--- src/bfu_pkg.sv ---
`timescale 1ns / 1ps

package bfu_pkg;

  localparam int BPP_W       = 6;
  localparam int OFS_W       = 3;
  localparam int PIX_W       = 21;
  localparam int MODE_W      = 2;
  localparam int BYTE_W      = 8;
  localparam int PIXEL_W     = 32;
  localparam int USER_W      = 2;
  localparam int CFG_IDX_W   = 2;
  localparam int CFG_DATA_W  = 21;
  localparam int RUN_MAX     = 8;
  localparam int RUN_W       = 4;
  localparam int CMP_W       = 10;
  localparam int QUEUE_DEPTH = 4;

  localparam logic [BPP_W-1:0] BPP_RESET   = 6'd8;
  localparam logic [OFS_W-1:0] OFS_RESET   = 3'd0;
  localparam logic [PIX_W-1:0] COUNT_RESET = 21'd1024;

  // Input item kinds carried in tuser
  localparam logic [MODE_W-1:0] MODE_DATA  = 2'd0;
  localparam logic [MODE_W-1:0] MODE_FLUSH = 2'd1;
  localparam logic [MODE_W-1:0] MODE_FILL  = 2'd2;

  // Configuration register indexes
  localparam logic [CFG_IDX_W-1:0] REG_BPP    = 2'd0;
  localparam logic [CFG_IDX_W-1:0] REG_OFFSET = 2'd1;
  localparam logic [CFG_IDX_W-1:0] REG_COUNT  = 2'd2;

  typedef struct packed {
    logic             is_fill;
    logic             fill_phase;
    logic             frame_end;
    logic [RUN_W-1:0] count;
  } job_ctrl_t;

endpackage

--- src/bfu_front.sv ---
`timescale 1ns / 1ps

module bfu_front #(
  parameter int MAX_FIELD_BITS = 32,
  parameter int MAX_PIXELS     = 1048576,
  parameter int ACC_W          = MAX_FIELD_BITS + 16,
  parameter int BITS_W         = $clog2(ACC_W + 1)
) (
  input  logic                             clk,
  input  logic                             rst,
  input  logic                             cfg_we,
  input  logic [bfu_pkg::CFG_IDX_W-1:0]    cfg_index,
  input  logic [bfu_pkg::CFG_DATA_W-1:0]   cfg_data,
  input  logic                             in_valid,
  output logic                             in_ready,
  input  logic [bfu_pkg::MODE_W-1:0]       in_mode,
  input  logic [bfu_pkg::BYTE_W-1:0]       in_byte,
  input  logic                             q_full,
  output logic                             push,
  output bfu_pkg::job_ctrl_t               push_ctrl,
  output logic [ACC_W-1:0]                 push_acc,
  output logic [BITS_W-1:0]                push_bits,
  output logic [bfu_pkg::BPP_W-1:0]        field_width
);
  import bfu_pkg::*;

  logic [BPP_W-1:0]  bits_per_pixel;
  logic [OFS_W-1:0]  start_bit_offset;
  logic [PIX_W-1:0]  pixel_count;
  logic [ACC_W-1:0]  acc, acc_next;
  logic [BITS_W-1:0] acc_bits, acc_bits_next;
  logic [PIX_W-1:0]  pixels_emitted, pixels_emitted_next;
  logic              fill_phase, fill_phase_next;
  logic              data_ended, data_ended_next;
  logic              started, started_next;

  logic [BPP_W-1:0]  w;
  logic [PIX_W-1:0]  count_eff;
  logic [PIX_W-1:0]  remaining;
  logic              done;
  logic [RUN_W-1:0]  rem_cap;
  logic [OFS_W-1:0]  skip;
  logic [RUN_W-1:0]  take;
  logic [BYTE_W-1:0] byte_bits;
  logic [ACC_W-1:0]  acc_shift;
  logic [BITS_W-1:0] bits_new;
  logic [RUN_W-1:0]  nfit;
  logic [RUN_W-1:0]  n_data;
  logic [CMP_W-1:0]  used;
  logic [BITS_W-1:0] rest;
  logic [ACC_W-1:0]  keep_mask;
  logic [ACC_W-1:0]  flush_acc;
  logic              accept;

  assign w = (bits_per_pixel == '0) ? BPP_W'(1) :
             (bits_per_pixel > BPP_W'(MAX_FIELD_BITS)) ? BPP_W'(MAX_FIELD_BITS) :
             bits_per_pixel;
  assign field_width = w;

  assign count_eff = (pixel_count == '0) ? PIX_W'(1) :
                     (32'(pixel_count) > 32'(MAX_PIXELS)) ? PIX_W'(MAX_PIXELS) :
                     pixel_count;
  assign done      = pixels_emitted >= count_eff;
  assign remaining = count_eff - pixels_emitted;
  assign rem_cap   = (remaining < PIX_W'(RUN_MAX)) ? RUN_W'(remaining) : RUN_W'(RUN_MAX);

  // Offset applies to the first byte of the frame only
  assign skip      = started ? '0 : start_bit_offset;
  assign take      = RUN_W'(BYTE_W) - RUN_W'(skip);
  assign byte_bits = in_byte & (8'hFF >> skip);
  assign acc_shift = (acc << take) | ACC_W'(byte_bits);
  assign bits_new  = acc_bits + BITS_W'(take);

  // Count whole fields held: fields are at most eight per byte
  always_comb begin
    nfit = '0;
    for (int k = 1; k <= RUN_MAX; k++) begin
      if (CMP_W'(k) * CMP_W'(w) <= CMP_W'(bits_new)) nfit = nfit + RUN_W'(1);
    end
  end

  assign n_data    = (rem_cap < nfit) ? rem_cap : nfit;
  assign used      = CMP_W'(n_data) * CMP_W'(w);
  assign rest      = bits_new - BITS_W'(used);
  assign keep_mask = ~({ACC_W{1'b1}} << rest);
  // Partial field padded with zeros at its low end
  assign flush_acc = acc << (BITS_W'(w) - acc_bits);

  assign in_ready = !q_full;
  assign accept   = in_valid && in_ready;

  always_comb begin
    acc_next            = acc;
    acc_bits_next       = acc_bits;
    pixels_emitted_next = pixels_emitted;
    fill_phase_next     = fill_phase;
    data_ended_next     = data_ended;
    started_next        = started;
    push                = 1'b0;
    push_ctrl           = '0;
    push_acc            = acc_shift;
    push_bits           = bits_new;
    if (accept) begin
      unique case (in_mode)
        MODE_DATA: begin
          if (!data_ended && !done) begin
            started_next        = 1'b1;
            acc_next            = acc_shift & keep_mask;
            acc_bits_next       = rest;
            pixels_emitted_next = pixels_emitted + PIX_W'(n_data);
            push                = n_data != '0;
            push_ctrl.count     = n_data;
          end
        end
        MODE_FLUSH: begin
          if (!data_ended) begin
            data_ended_next = 1'b1;
            acc_next        = '0;
            acc_bits_next   = '0;
            if (!done && acc_bits != '0 && acc_bits < BITS_W'(w)) begin
              push                = 1'b1;
              push_acc            = flush_acc;
              push_bits           = BITS_W'(w);
              push_ctrl.count     = RUN_W'(1);
              pixels_emitted_next = pixels_emitted + PIX_W'(1);
            end
          end
        end
        MODE_FILL: begin
          if (data_ended && !done) begin
            push                 = 1'b1;
            push_acc             = '0;
            push_bits            = '0;
            push_ctrl.is_fill    = 1'b1;
            push_ctrl.fill_phase = fill_phase;
            push_ctrl.count      = rem_cap;
            fill_phase_next      = fill_phase ^ rem_cap[0];
            pixels_emitted_next  = pixels_emitted + PIX_W'(rem_cap);
          end
        end
        default: begin
        end
      endcase
    end
    // drop any partial field held when the width is written
    if (cfg_we && cfg_index == REG_BPP) begin
      acc_next      = '0;
      acc_bits_next = '0;
    end
    push_ctrl.frame_end = pixels_emitted_next == count_eff;
  end

  always_ff @(posedge clk) begin
    if (rst) begin
      bits_per_pixel   <= BPP_RESET;
      start_bit_offset <= OFS_RESET;
      pixel_count      <= COUNT_RESET;
      acc              <= '0;
      acc_bits         <= '0;
      pixels_emitted   <= '0;
      fill_phase       <= 1'b0;
      data_ended       <= 1'b0;
      started          <= 1'b0;
    end else begin
      acc            <= acc_next;
      acc_bits       <= acc_bits_next;
      pixels_emitted <= pixels_emitted_next;
      fill_phase     <= fill_phase_next;
      data_ended     <= data_ended_next;
      started        <= started_next;
      if (cfg_we) begin
        unique case (cfg_index)
          REG_BPP:    bits_per_pixel   <= cfg_data[BPP_W-1:0];
          REG_OFFSET: start_bit_offset <= cfg_data[OFS_W-1:0];
          REG_COUNT:  pixel_count      <= cfg_data[PIX_W-1:0];
          default: begin
          end
        endcase
      end
    end
  end

endmodule

--- src/bfu_queue.sv ---
`timescale 1ns / 1ps

module bfu_queue #(
  parameter int DATA_W = 64
) (
  input  logic              clk,
  input  logic              rst,
  input  logic              push,
  input  logic [DATA_W-1:0] push_data,
  output logic              full,
  input  logic              pop,
  output logic              valid,
  output logic [DATA_W-1:0] pop_data
);
  import bfu_pkg::*;

  localparam int PTR_W = $clog2(QUEUE_DEPTH);

  logic [DATA_W-1:0] entries [QUEUE_DEPTH];
  logic [PTR_W-1:0]  wr_ptr;
  logic [PTR_W-1:0]  rd_ptr;
  logic [PTR_W:0]    fill;

  assign full     = fill == (PTR_W+1)'(QUEUE_DEPTH);
  assign valid    = fill != '0;
  assign pop_data = entries[rd_ptr];

  always_ff @(posedge clk) begin
    if (rst) begin
      wr_ptr <= '0;
      rd_ptr <= '0;
      fill   <= '0;
    end else begin
      if (push) begin
        entries[wr_ptr] <= push_data;
        wr_ptr          <= wr_ptr + PTR_W'(1);
      end
      if (pop) rd_ptr <= rd_ptr + PTR_W'(1);
      case ({push, pop})
        2'b10:   fill <= fill + (PTR_W+1)'(1);
        2'b01:   fill <= fill - (PTR_W+1)'(1);
        default: fill <= fill;
      endcase
    end
  end

endmodule

--- src/bfu_back.sv ---
`timescale 1ns / 1ps

module bfu_back #(
  parameter int MAX_FIELD_BITS = 32,
  parameter int ACC_W          = MAX_FIELD_BITS + 16,
  parameter int BITS_W         = $clog2(ACC_W + 1)
) (
  input  logic                           clk,
  input  logic                           rst,
  input  logic [bfu_pkg::BPP_W-1:0]      field_width,
  input  logic                           q_valid,
  output logic                           q_pop,
  input  bfu_pkg::job_ctrl_t             q_ctrl,
  input  logic [ACC_W-1:0]               q_acc,
  input  logic [BITS_W-1:0]              q_bits,
  output logic                           m_tvalid,
  input  logic                           m_tready,
  output logic [bfu_pkg::PIXEL_W-1:0]    m_tdata,
  output logic                           m_tlast,
  output logic [bfu_pkg::USER_W-1:0]     m_tuser
);
  import bfu_pkg::*;

  logic              job_valid;
  job_ctrl_t         job_ctrl;
  logic [ACC_W-1:0]  job_acc;
  logic [BITS_W-1:0] job_rest;

  logic                     out_free;
  logic                     emit;
  logic                     last;
  logic [BITS_W-1:0]        rest_after;
  logic [ACC_W-1:0]         field_mask;
  logic [ACC_W-1:0]         field;
  logic [ACC_W+PIXEL_W-1:0] field_wide;
  logic [PIXEL_W-1:0]       pixel;

  assign out_free   = !m_tvalid || m_tready;
  assign emit       = job_valid && out_free;
  assign last       = job_ctrl.count == RUN_W'(1);
  assign rest_after = job_rest - BITS_W'(field_width);
  assign field_mask = ~({ACC_W{1'b1}} << field_width);
  assign field      = (job_acc >> rest_after) & field_mask;
  assign field_wide = {{PIXEL_W{1'b0}}, field};
  assign pixel      = job_ctrl.is_fill ? PIXEL_W'(!job_ctrl.fill_phase)
                                       : field_wide[PIXEL_W-1:0];

  // Take the next job as the current one hands over its last pixel
  assign q_pop = q_valid && (!job_valid || (emit && last));

  always_ff @(posedge clk) begin
    if (rst) begin
      job_valid <= 1'b0;
      m_tvalid  <= 1'b0;
    end else begin
      if (q_pop) begin
        job_valid <= 1'b1;
        job_ctrl  <= q_ctrl;
        job_acc   <= q_acc;
        job_rest  <= q_bits;
      end else if (emit) begin
        if (last) begin
          job_valid <= 1'b0;
        end else begin
          job_ctrl.count      <= job_ctrl.count - RUN_W'(1);
          job_ctrl.fill_phase <= !job_ctrl.fill_phase;
          job_rest            <= rest_after;
        end
      end
      if (emit) begin
        m_tvalid   <= 1'b1;
        m_tdata    <= pixel;
        m_tlast    <= last && job_ctrl.frame_end;
        m_tuser[0] <= job_ctrl.is_fill;
        m_tuser[1] <= last;
      end else if (m_tready) begin
        m_tvalid <= 1'b0;
      end
    end
  end

endmodule

--- src/bitstream_field_unpacker_top.sv ---
`timescale 1ns / 1ps

// Bit stream field unpacker.
// Input channel s_*: one item per byte of the stream (tuser = 0), an end of
// data marker (tuser = 1) or a fill request (tuser = 2). Bytes are cut MSB
// first into fields of bits_per_pixel bits; an end marker emits any partial
// field zero padded, and each fill request emits up to eight padding pixels
// alternating 1,0,1,0 until the frame holds pixel_count pixels.
// Output channel m_*: one pixel per item; tlast marks the final pixel of the
// frame, tuser[1] the final pixel caused by one input item.
// Configuration: write cfg_we with cfg_index 0 (width), 1 (first-byte bit
// offset) or 2 (pixel count) while the block is idle.
// Throughput: one pixel per cycle out while m_tready is high; an input item is
// taken every cycle while the four-entry job queue has room, so a steady stream
// is paced by the single output stage, which gives up to eight pixels per item.
// Path: with the back end idle, the first pixel of an item passes the queue
// entry, the job register and the output register before it shows on m_*.
// Reset restores width 8, offset 0, count 1024 and starts a new frame.
// When m_tready is low the output register holds; the queue then fills and
// s_tready drops until the back end moves again.
module bitstream_field_unpacker_top #(
  parameter int MAX_FIELD_BITS = 32,
  parameter int MAX_PIXELS     = 1048576
) (
  input  logic                           clk,
  input  logic                           rst,
  input  logic                           cfg_we,
  input  logic [bfu_pkg::CFG_IDX_W-1:0]  cfg_index,
  input  logic [bfu_pkg::CFG_DATA_W-1:0] cfg_data,
  input  logic                           s_tvalid,
  output logic                           s_tready,
  input  logic [bfu_pkg::BYTE_W-1:0]     s_tdata,   // [7:0] data_byte
  input  logic [bfu_pkg::MODE_W-1:0]     s_tuser,   // [1:0] mode
  output logic                           m_tvalid,
  input  logic                           m_tready,
  output logic [bfu_pkg::PIXEL_W-1:0]    m_tdata,   // [31:0] pixel_value
  output logic                           m_tlast,   // frame_last
  output logic [bfu_pkg::USER_W-1:0]     m_tuser    // [0] is_fill, [1] run_last
);
  import bfu_pkg::*;

  localparam int ACC_W  = MAX_FIELD_BITS + 16;
  localparam int BITS_W = $clog2(ACC_W + 1);
  localparam int CTRL_W = $bits(job_ctrl_t);
  localparam int JOB_W  = CTRL_W + BITS_W + ACC_W;

  logic              push;
  job_ctrl_t         push_ctrl;
  logic [ACC_W-1:0]  push_acc;
  logic [BITS_W-1:0] push_bits;
  logic              q_full;
  logic              q_valid;
  logic              q_pop;
  logic [JOB_W-1:0]  q_push_data;
  logic [JOB_W-1:0]  q_pop_data;
  job_ctrl_t         q_ctrl;
  logic [ACC_W-1:0]  q_acc;
  logic [BITS_W-1:0] q_bits;
  logic [BPP_W-1:0]  field_width;

  assign q_push_data = {push_ctrl, push_bits, push_acc};
  assign q_ctrl      = job_ctrl_t'(q_pop_data[JOB_W-1 -: CTRL_W]);
  assign q_bits      = q_pop_data[ACC_W +: BITS_W];
  assign q_acc       = q_pop_data[ACC_W-1:0];

  bfu_front #(
    .MAX_FIELD_BITS (MAX_FIELD_BITS),
    .MAX_PIXELS     (MAX_PIXELS),
    .ACC_W          (ACC_W),
    .BITS_W         (BITS_W)
  ) u_front (
    .clk         (clk),
    .rst         (rst),
    .cfg_we      (cfg_we),
    .cfg_index   (cfg_index),
    .cfg_data    (cfg_data),
    .in_valid    (s_tvalid),
    .in_ready    (s_tready),
    .in_mode     (s_tuser),
    .in_byte     (s_tdata),
    .q_full      (q_full),
    .push        (push),
    .push_ctrl   (push_ctrl),
    .push_acc    (push_acc),
    .push_bits   (push_bits),
    .field_width (field_width)
  );

  bfu_queue #(
    .DATA_W (JOB_W)
  ) u_queue (
    .clk       (clk),
    .rst       (rst),
    .push      (push),
    .push_data (q_push_data),
    .full      (q_full),
    .pop       (q_pop),
    .valid     (q_valid),
    .pop_data  (q_pop_data)
  );

  bfu_back #(
    .MAX_FIELD_BITS (MAX_FIELD_BITS),
    .ACC_W          (ACC_W),
    .BITS_W         (BITS_W)
  ) u_back (
    .clk         (clk),
    .rst         (rst),
    .field_width (field_width),
    .q_valid     (q_valid),
    .q_pop       (q_pop),
    .q_ctrl      (q_ctrl),
    .q_acc       (q_acc),
    .q_bits      (q_bits),
    .m_tvalid    (m_tvalid),
    .m_tready    (m_tready),
    .m_tdata     (m_tdata),
    .m_tlast     (m_tlast),
    .m_tuser     (m_tuser)
  );

endmodule

--- config.mk ---
export PLATFORM = sky130hd
export DESIGN_NAME = bitstream_field_unpacker_top
export DESIGN_NICKNAME = d
export VERILOG_FILES = /design/src/bfu_pkg.sv /design/src/bfu_front.sv /design/src/bfu_queue.sv /design/src/bfu_back.sv /design/src/bitstream_field_unpacker_top.sv
export SDC_FILE = /design/constraint.sdc
export NUM_CORES = 1
export LEC_CHECK = 0
export ABC_AREA = 1
export BUFFER_PORTS_ARGS = -buffer_cell sky130_fd_sc_hd__clkbuf_2
export CORE_MARGIN = 4
export CORE_UTILIZATION = 46
export DETAILED_ROUTE_END_ITERATION = 8
export PLACE_DENSITY_LB_ADDON = 0.1
export SYNTH_ARGS = -nofsm -noshare
export SYNTH_HDL_FRONTEND = slang
export SYNTH_SLANG_ARGS = --single-unit
--- constraint.sdc ---
create_clock -name clk -period 13 [get_ports clk]
set_input_delay 1.3 -clock clk [delete_from_list [all_inputs] [get_ports clk]]
set_output_delay 1.3 -clock clk [all_outputs]
set_load 0.03 [all_outputs]
Word-level counts from Yosys, hierarchy flattened
Memories as Yosys holds them, arrays and structs flattened. A register that Yosys moved wholly into a read port is not among the register bits.
Cells that the tools add are included.
- multiplexer cells: 73
- shift-type cells: 6
- equality and inequality tests: 12
- bitwise logic cells: 8
- $mul: 5
- reductions and logical operators: 42
- add/subtract/negate cells: 21
- magnitude comparators: 14
- operator list (kind ; count):
    two-way mux 48 bit ; 6
    one-hot mux 48 bit (2 select lines) ; 2
    two-way mux 21 bit ; 7
    two-way mux 6 bit ; 11
    two-way mux 4 bit ; 16
    one-hot mux 21 bit (3 select lines) ; 1
    bitwise AND 48 bit ; 1
    inverter 48 bit ; 1
    bitwise OR 48 x 8 -> 48 bit ; 1
    left shift 48 x 4 -> 48 bit ; 1
    left shift 48 x 6 -> 32 bit, first input constant ; 1
    left shift 48 x 6 -> 48 bit ; 1
    left shift 48 x 6 -> 48 bit, first input constant ; 1
    >> shifter 48 x 6 -> 32 bit ; 1
    adder 21 x 4 -> 21 bit ; 2
    less-or-equal comparator 9 x 6 -> 1 bit ; 4
    bitwise AND 32 bit ; 1
    inverter 32 bit ; 1
    adder 4 x 1 -> 4 bit, second input constant ; 6
    one-hot mux 6 bit (2 select lines) ; 2
    adder 21 x 1 -> 21 bit, second input constant ; 1
    == test 21 bit ; 1
    greater-or-equal comparator 21 bit ; 1
    > comparator 21 bit, second input constant ; 1
    49 further kinds ; 110
- input bits: 38
- word-level logic and storage cells: 206
- memories: 1
- bits in registers: 213
- output and inout port bits: 37
- memory bits (writable): 244
- memory list (memory ; depth ; bits a word ; read ports ; clocked after Yosys merged registers in ; wr ports ; RTL line ; text):
    u_queue.entries ; 4 ; 61 ; 1 ; 1 ; 1 ; bfu_queue.sv:19 ; logic [DATA_W-1:0] entries [QUEUE_DEPTH];

Longest topological paths before layout
- word-level depth: 28
- gate-level depth with buffers: 72

Cells and area by module
From an unflattened synthesis, not the netlist that was laid out.
- cells, all modules: 4747
- area, all modules: 34479.3 um^2
- modules (own cells, without submodules) (module ; area each (um^2) ; cells an instance ; times used):
    bfu_front ; 17724.5 ; 3220 ; 1
    bfu_queue ; 10080.9 ; 648 ; 1
    bfu_back ; 6673.9 ; 879 ; 1

Least setup slack after synthesis
OpenSTA, ideal clock, no wires.
- path type: register to register
- from: register u_front.started
- to: memory u_queue.entries[0][0] (netlist name), enable pin
- arrival: 10625 ps
- slack: 1895 ps
- clock period less this slack: 11105 ps
- data required time: 12520 ps
- cell stages (with the launch flop): 53
- buffers on the path: 2
- path through: dfxtp_1 > nor2_1 > inv_1 > clkbuf_1 > clkbuf_1 > ha_1 > ha_1 > ha_1 > nand3_1 > nand2_1 > nand2_1 > a21oi_1 > xor2_1 > ha_1 > nand2_1 > nor2_1 > nand2_1 > a32oi_1 > [17 not listed] > nand2_1 > o21a_1 > inv_1 > ha_1 > o21ai_0 > ha_1 > nand2_1 > nand2_1 > nand2_2 > nand2_2 > nand2_2 > nand2_1 > inv_1 > nand2_1 > nand2_1 > o21ai_2 > or2_2 > nor2_1
- word-level cells in the longest chain between the ends: 28
- elaborated cells between the ends (all ways): 35
- classes of those cells: add/sub: 9; order compare: 9; mux: 16; reduce/logical: 1
- ends and longest elaborated chain (what ; RTL line ; text):
    from (decl) ; bfu_front.sv:35 ; logic started, started_next;
    from (signal assigned) ; bfu_front.sv:170 ; started <= started_next;
    two-way mux 3 bit * ; bfu_front.sv:68 ; assign skip = started ? '0 : start_bit_offset;
    subtractor 4 x 3 -> 4 bit * ; bfu_front.sv:69 ; assign take = RUN_W'(BYTE_W) - RUN_W'(skip);
    adder 6 x 4 -> 6 bit * ; bfu_front.sv:72 ; assign bits_new = acc_bits + BITS_W'(take);
    less-or-equal comparator 6 bit ; bfu_front.sv:78 ; if (CMP_W'(k) * CMP_W'(w) <= CMP_W'(bits_new)) nfit = nfit + RUN_W'(1);
    two-way mux 1 bit ; bfu_front.sv:78 ;
    adder 1 x 1 -> 2 bit ; bfu_front.sv:78 ;
    two-way mux 4 bit ; bfu_front.sv:78 ;
    adder 4 x 1 -> 4 bit ; bfu_front.sv:78 ;
    [12 not listed] ; - ;
    two-way mux 4 bit * ; bfu_front.sv:82 ; assign n_data = (rem_cap < nfit) ? rem_cap : nfit;
    nonzero test 4 bit * ; bfu_front.sv:111 ; push = n_data != '0;
    two-way mux 1 bit * ; bfu_front.sv:106 ; if (!data_ended && !done) begin
    one-hot mux 1 bit (3 select lines) * ; bfu_front.sv:104 ; unique case (in_mode)
    two-way mux 1 bit * ; bfu_front.sv:103 ; if (accept) begin
    two-way mux 1 bit * ; bfu_queue.sv:34 ; if (push) begin
    two-way mux 1 bit * ; bfu_queue.sv:29 ; if (rst) begin
    two-way mux 1 bit (implied by the code) * ; bfu_queue.sv:35 ; entries[wr_ptr] <= push_data;
    to (decl) ; bfu_queue.sv:19 ;
Mark *: on every way between the ends. The rest lies on a longest branch, timed or not.

Worst setup path after layout
- from: register u_front.started
- to: register u_front.acc[39]
- word-level cells in the longest chain between the ends: 28
- elaborated cells between the ends (all ways): 37
- classes of those cells: add/sub: 10; mul: 1; order compare: 9; shift: 2; mux: 12; bitwise: 3
- ends and longest elaborated chain (what ; RTL line ; text):
    two-way mux 3 bit * ; bfu_front.sv:68 ;
    subtractor 4 x 3 -> 4 bit * ; bfu_front.sv:69 ;
    adder 6 x 4 -> 6 bit ; bfu_front.sv:72 ;
    less-or-equal comparator 6 bit ; bfu_front.sv:78 ;
    two-way mux 1 bit ; bfu_front.sv:78 ;
    adder 1 x 1 -> 2 bit ; bfu_front.sv:78 ;
    two-way mux 4 bit ; bfu_front.sv:78 ;
    adder 4 x 1 -> 4 bit ; bfu_front.sv:78 ;
    [12 not listed] ; - ;
    two-way mux 4 bit ; bfu_front.sv:82 ;
    multiplier 4 x 6 -> 6 bit ; bfu_front.sv:83 ; assign used = CMP_W'(n_data) * CMP_W'(w);
    subtractor 6 bit ; bfu_front.sv:84 ; assign rest = bits_new - BITS_W'(used);
    left shift 48 x 6 -> 48 bit ; bfu_front.sv:85 ; assign keep_mask = ~({ACC_W{1'b1}} << rest);
    inverter 48 bit ; bfu_front.sv:85 ;
    bitwise AND 48 bit * ; bfu_front.sv:108 ; acc_next = acc_shift & keep_mask;
    two-way mux 48 bit * ; bfu_front.sv:106 ;
    one-hot mux 48 bit (2 select lines) * ; bfu_front.sv:104 ;
    to (signal assigned) ; bfu_front.sv:165 ; acc <= acc_next;
    to (decl) ; bfu_front.sv:30 ; logic [ACC_W-1:0] acc, acc_next;
Mark *: on every way between the ends. The rest lies on a longest branch, timed or not. The select of a mux whose other input is x is not followed.
A chain may end at the register's enable or synchronous reset.

==> impl_metrics.json <==
{
  "outcome": "completed",
  "synthMuxAreaShare": 0.0198,
  "postLayoutSetupSlackWorst_ns": 1.11,
  "cts_hold_buffers": 0,
  "synth_warnings": 0,
  "share_of_post_route_cells_with_drive_strength_above_1": 0.0711,
  "worst_pin_slew_ns": 1.22,
  "root_buffer_cell": "sky130_fd_sc_hd__clkbuf_16",
  "worstSetupStartpointType": "flop",
  "timing_max_transition_violations_final": 0,
  "hold_path_startpoint": "u_queue.rd_ptr[1]",
  "min_path_cells": 2,
  "post-synth-top-area-cell": "sky130_fd_sc_hd__edfxtp_1",
  "start_of_the_worst_register_to_register_path": "u_front.started",
  "antenna_found_initial": 3,
  "clock.fmax_ghz": 0.0841,
  "coreArea_um2": 68700,
  "cp_required_ns": 13.53,
  "setup_viol_count_final": 0,
  "numClockSinks": 459,
  "syn-cell-area_um2": 31900,
  "worst_skew_pair.late_latency_ns": 0.62,
  "ys_types": 59,
  "row_count": 96,
  "number_of_standard_cells_in_the_final_layout_excluding_fillers": 5248,
  "synth-adder-area-share": 0.0675,
  "ys_seq_area_frac": 0.394,
  "ios": 75,
  "yosysTopAreaCellShare": 0.320,
  "area_growth_syn_to_layout_pct": 9.03,
  "critical_path_class": "flop to flop",
  "detailed_place_hpwl_um": 76500,
  "initial_utilization": 0.465,
  "clockBufferDepth": 3,
  "worst_r2r_path_depth": 66,
  "max_cap_viol_count": 0,
  "routed_via_density": 5.61,
  "drt-total-wl_um": 104000,
  "htree_levels": 2,
  "post-place-cells": 5152,
  "cts-resized-gates": 0,
  "drt-initial-drc-count": 2846,
  "gp_congestion": 0.995,
  "syn-mean-instance-area_um2": 7.39,
  "min_period_ns": 11.89,
  "maximum_number_of_pins_on_one_net_before_global_route_repair": 104,
  "n_antenna_cell": 0,
  "critical_path_peak_fanout": 29,
  "cp_data_arrival_time_ns": 12.42,
  "route.vias.total": 29400,
  "timing.clock.skew_ns": 0.0191,
  "seq_cells_post_synth": 459,
  "synthCells": 4319,
  "buffer_ports.inserted": 74,
  "postSynthNetCount": 4516,
  "end_kind": "flop",
  "yosys.area_share.simple": 0.225,
  "nets": 4471,
  "cts_setup_buffers": 0,
  "timing.final.crit_share": 0.914,
  "global_route.overflow_total": 0,
  "largest_family_of_logic_cells_by_synthesized_area": "simple AND/OR/NAND/NOR gates",
  "hold_violation_count_in_the_final_report": 0,
  "die_ht_um": 271,
  "synth.most_common_cell": "sky130_fd_sc_hd__nand2_1",
  "dieWidth_um": 271,
  "slew_headroom": 0.183,
  "cpMostUsedCell": "sky130_fd_sc_hd__nand2_1",
  "tritoncts": "done",
  "synth_flop_cell": "sky130_fd_sc_hd__edfxtp_1",
  "crit_path_max_incr_delay_ns": 0.55,
  "critical_path.reg2reg.endpoint": "u_front.acc[39]",
  "antenna_violating_nets_post_route": 0,
  "post_drt_wl_per_cell_um": 19.8,
  "design.die.area_um2": 73700,
  "detailedPlace.worstSlack_ns": 1.13,
  "firstDrtPassIters": 7,
  "synth_top_cells_by_count": "sky130_fd_sc_hd__nand2_1 (994), sky130_fd_sc_hd__o21ai_0 (672), sky130_fd_sc_hd__inv_1 (462)",
  "totalNegativeSetupSlack_ns": 0,
  "grt_setup_unrepaired": "false",
  "worst_path_max_delay_cell": "sky130_fd_sc_hd__nor2_4",
  "overall_global_routing_resource_usage": 0.272,
  "postSynth.asyncResetShare": 0,
  "cts_buffers": 51,
  "worst_setup_hold_path_clk_slew_ns": 0.07,
  "route.detailed.drc": 0,
  "grt_pass1_vias": 26800,
  "first_pass_grt_wire_length_um": 158000,
  "post_synthesis_share_of_cell_area_spent_on_xor_and_xnor_gates": 0.0174,
  "compound_gate_fraction_of_synth_area": 0.191,
  "netlist_top_cells_area": "sky130_fd_sc_hd__edfxtp_1 (32%), sky130_fd_sc_hd__nand2_1 (12%), sky130_fd_sc_hd__o21ai_0 (11%)",
  "hold_path.class": "flop to flop",
  "count_of_flip_flops_with_a_built_in_enable_after_synthesis": 340,
  "setup.reg_to_reg.worst_slack_ns": 1.11
}
[final cells by class]
| type | count | area [µm²] |
|---|---|---|
| clock inverters | 32 | 315 |
| clock buffers | 64 | 1370 |
| inverters | 491 | 1840 |
| flip-flops and latches | 459 | 12600 |
| multi-input cells | 3142 | 16700 |
| repair buffers | 129 | 783 |
| fillers | 6882 | 33900 |
| well taps | 931 | 1160 |
[placed cells by master (no fill, tap or decap), types with 14 or more instances in the layout]
cell type and n:
sky130_fd_sc_hd__a211oi_1 15, sky130_fd_sc_hd__a21oi_1 209, sky130_fd_sc_hd__buf_4 55, sky130_fd_sc_hd__clkbuf_16 52, sky130_fd_sc_hd__clkbuf_2 74, sky130_fd_sc_hd__clkinv_1 18, sky130_fd_sc_hd__clkinv_2 14, sky130_fd_sc_hd__dfxtp_1 117
sky130_fd_sc_hd__edfxtp_1 340, sky130_fd_sc_hd__fa_1 22, sky130_fd_sc_hd__ha_1 136, sky130_fd_sc_hd__inv_1 457, sky130_fd_sc_hd__inv_2 19, sky130_fd_sc_hd__mux2i_1 63, sky130_fd_sc_hd__nand2_1 993, sky130_fd_sc_hd__nand2_2 14
sky130_fd_sc_hd__nand3_1 190, sky130_fd_sc_hd__nand4_1 39, sky130_fd_sc_hd__nor2_1 417, sky130_fd_sc_hd__nor3_1 31, sky130_fd_sc_hd__o211ai_1 15, sky130_fd_sc_hd__o21ai_0 672, sky130_fd_sc_hd__o22ai_1 88, sky130_fd_sc_hd__o32ai_1 21
sky130_fd_sc_hd__or2_2 14, sky130_fd_sc_hd__xnor2_1 14, sky130_fd_sc_hd__xor2_1 37
[metrics by stage]
step,cell area (µm²),util,hold WS [ns]
floorplan,31900,-,0.424
global placement,33100,0.482,0.443
detailed placement,33100,0.482,0.455
CTS,34800,0.507,0.466
global route,34800,0.507,0.493
finish,34800,0.507,0.465
[state kept, by name, indices dropped and copies added, names as in the netlist, 2 cells and up, named ones only]
name,flops
u_back.job_acc,48
u_front.acc,48
u_front.bits_per_pixel,6
u_front.acc_bits,6
u_queue.entries,244
u_front.pixel_count,21
u_front.pixels_emitted,21
u_back.job_rest,6
u_back.m_tdata,32
u_back.job_ctrl,7
u_front.start_bit_offset,3
u_queue.fill,3
u_back.m_tuser,2
u_queue.wr_ptr,2
u_queue.rd_ptr,2
[worst max path at each step]
| stage | cells past startpoint | to | slack (ns) | startpoint |
|---|---|---|---|---|
| 5_1_grt | 66 | u_front.acc[39] | 0.10 | u_front.started |
| 3_3_place_gp | 66 | u_front.acc[39] | 1.29 | u_front.started |
| 3_5_place_dp | 66 | u_front.acc[39] | 1.13 | u_front.started |
| 6_report | 66 | u_front.acc[39] | 1.11 | u_front.started |
| 2_1_floorplan | 52 | u_queue.entries[0][0] | 1.89 | u_front.started |
| 4_1_cts | 66 | u_front.acc[39] | 1.09 | u_front.started |
[cells by family after synthesis]
group / after synthesis
simple gates: 1749
buf+inv: 718
flops: 459
mux: 63
fa+ha+maj: 159
xor+xnor: 60
compound gates: 1111
[metal layers]
layer | wire, µm | vias up | global-route usage
met5 | 25 | - | 0
met4 | 3500 | 4 | 0.0881
met3 | 7510 | 208 | 0.0453
met2 | 46900 | 1038 | 0.437
met1 | 45800 | 13700 | 0.375
li1 | - | 14500 | -
[worst max-delay path, delay by kind of cell, from the launching register on]
| kind | cells | cell delay (ns) |
|---|---|---|
| adders and majority gates | 15 | 4.86 |
| and+or+nand+nor | 26 | 3.10 |
| AOI/OAI and AO/OA | 8 | 1.59 |
| buffers and inverters | 14 | 1.18 |
| xor gates and xnor gates | 3 | 0.66 |
| DFF | 1 | 0.34 |
Power is left out: the tool's default activity adds up to more than one toggle a clock period on the data nets, which glitch-free logic cannot reach.
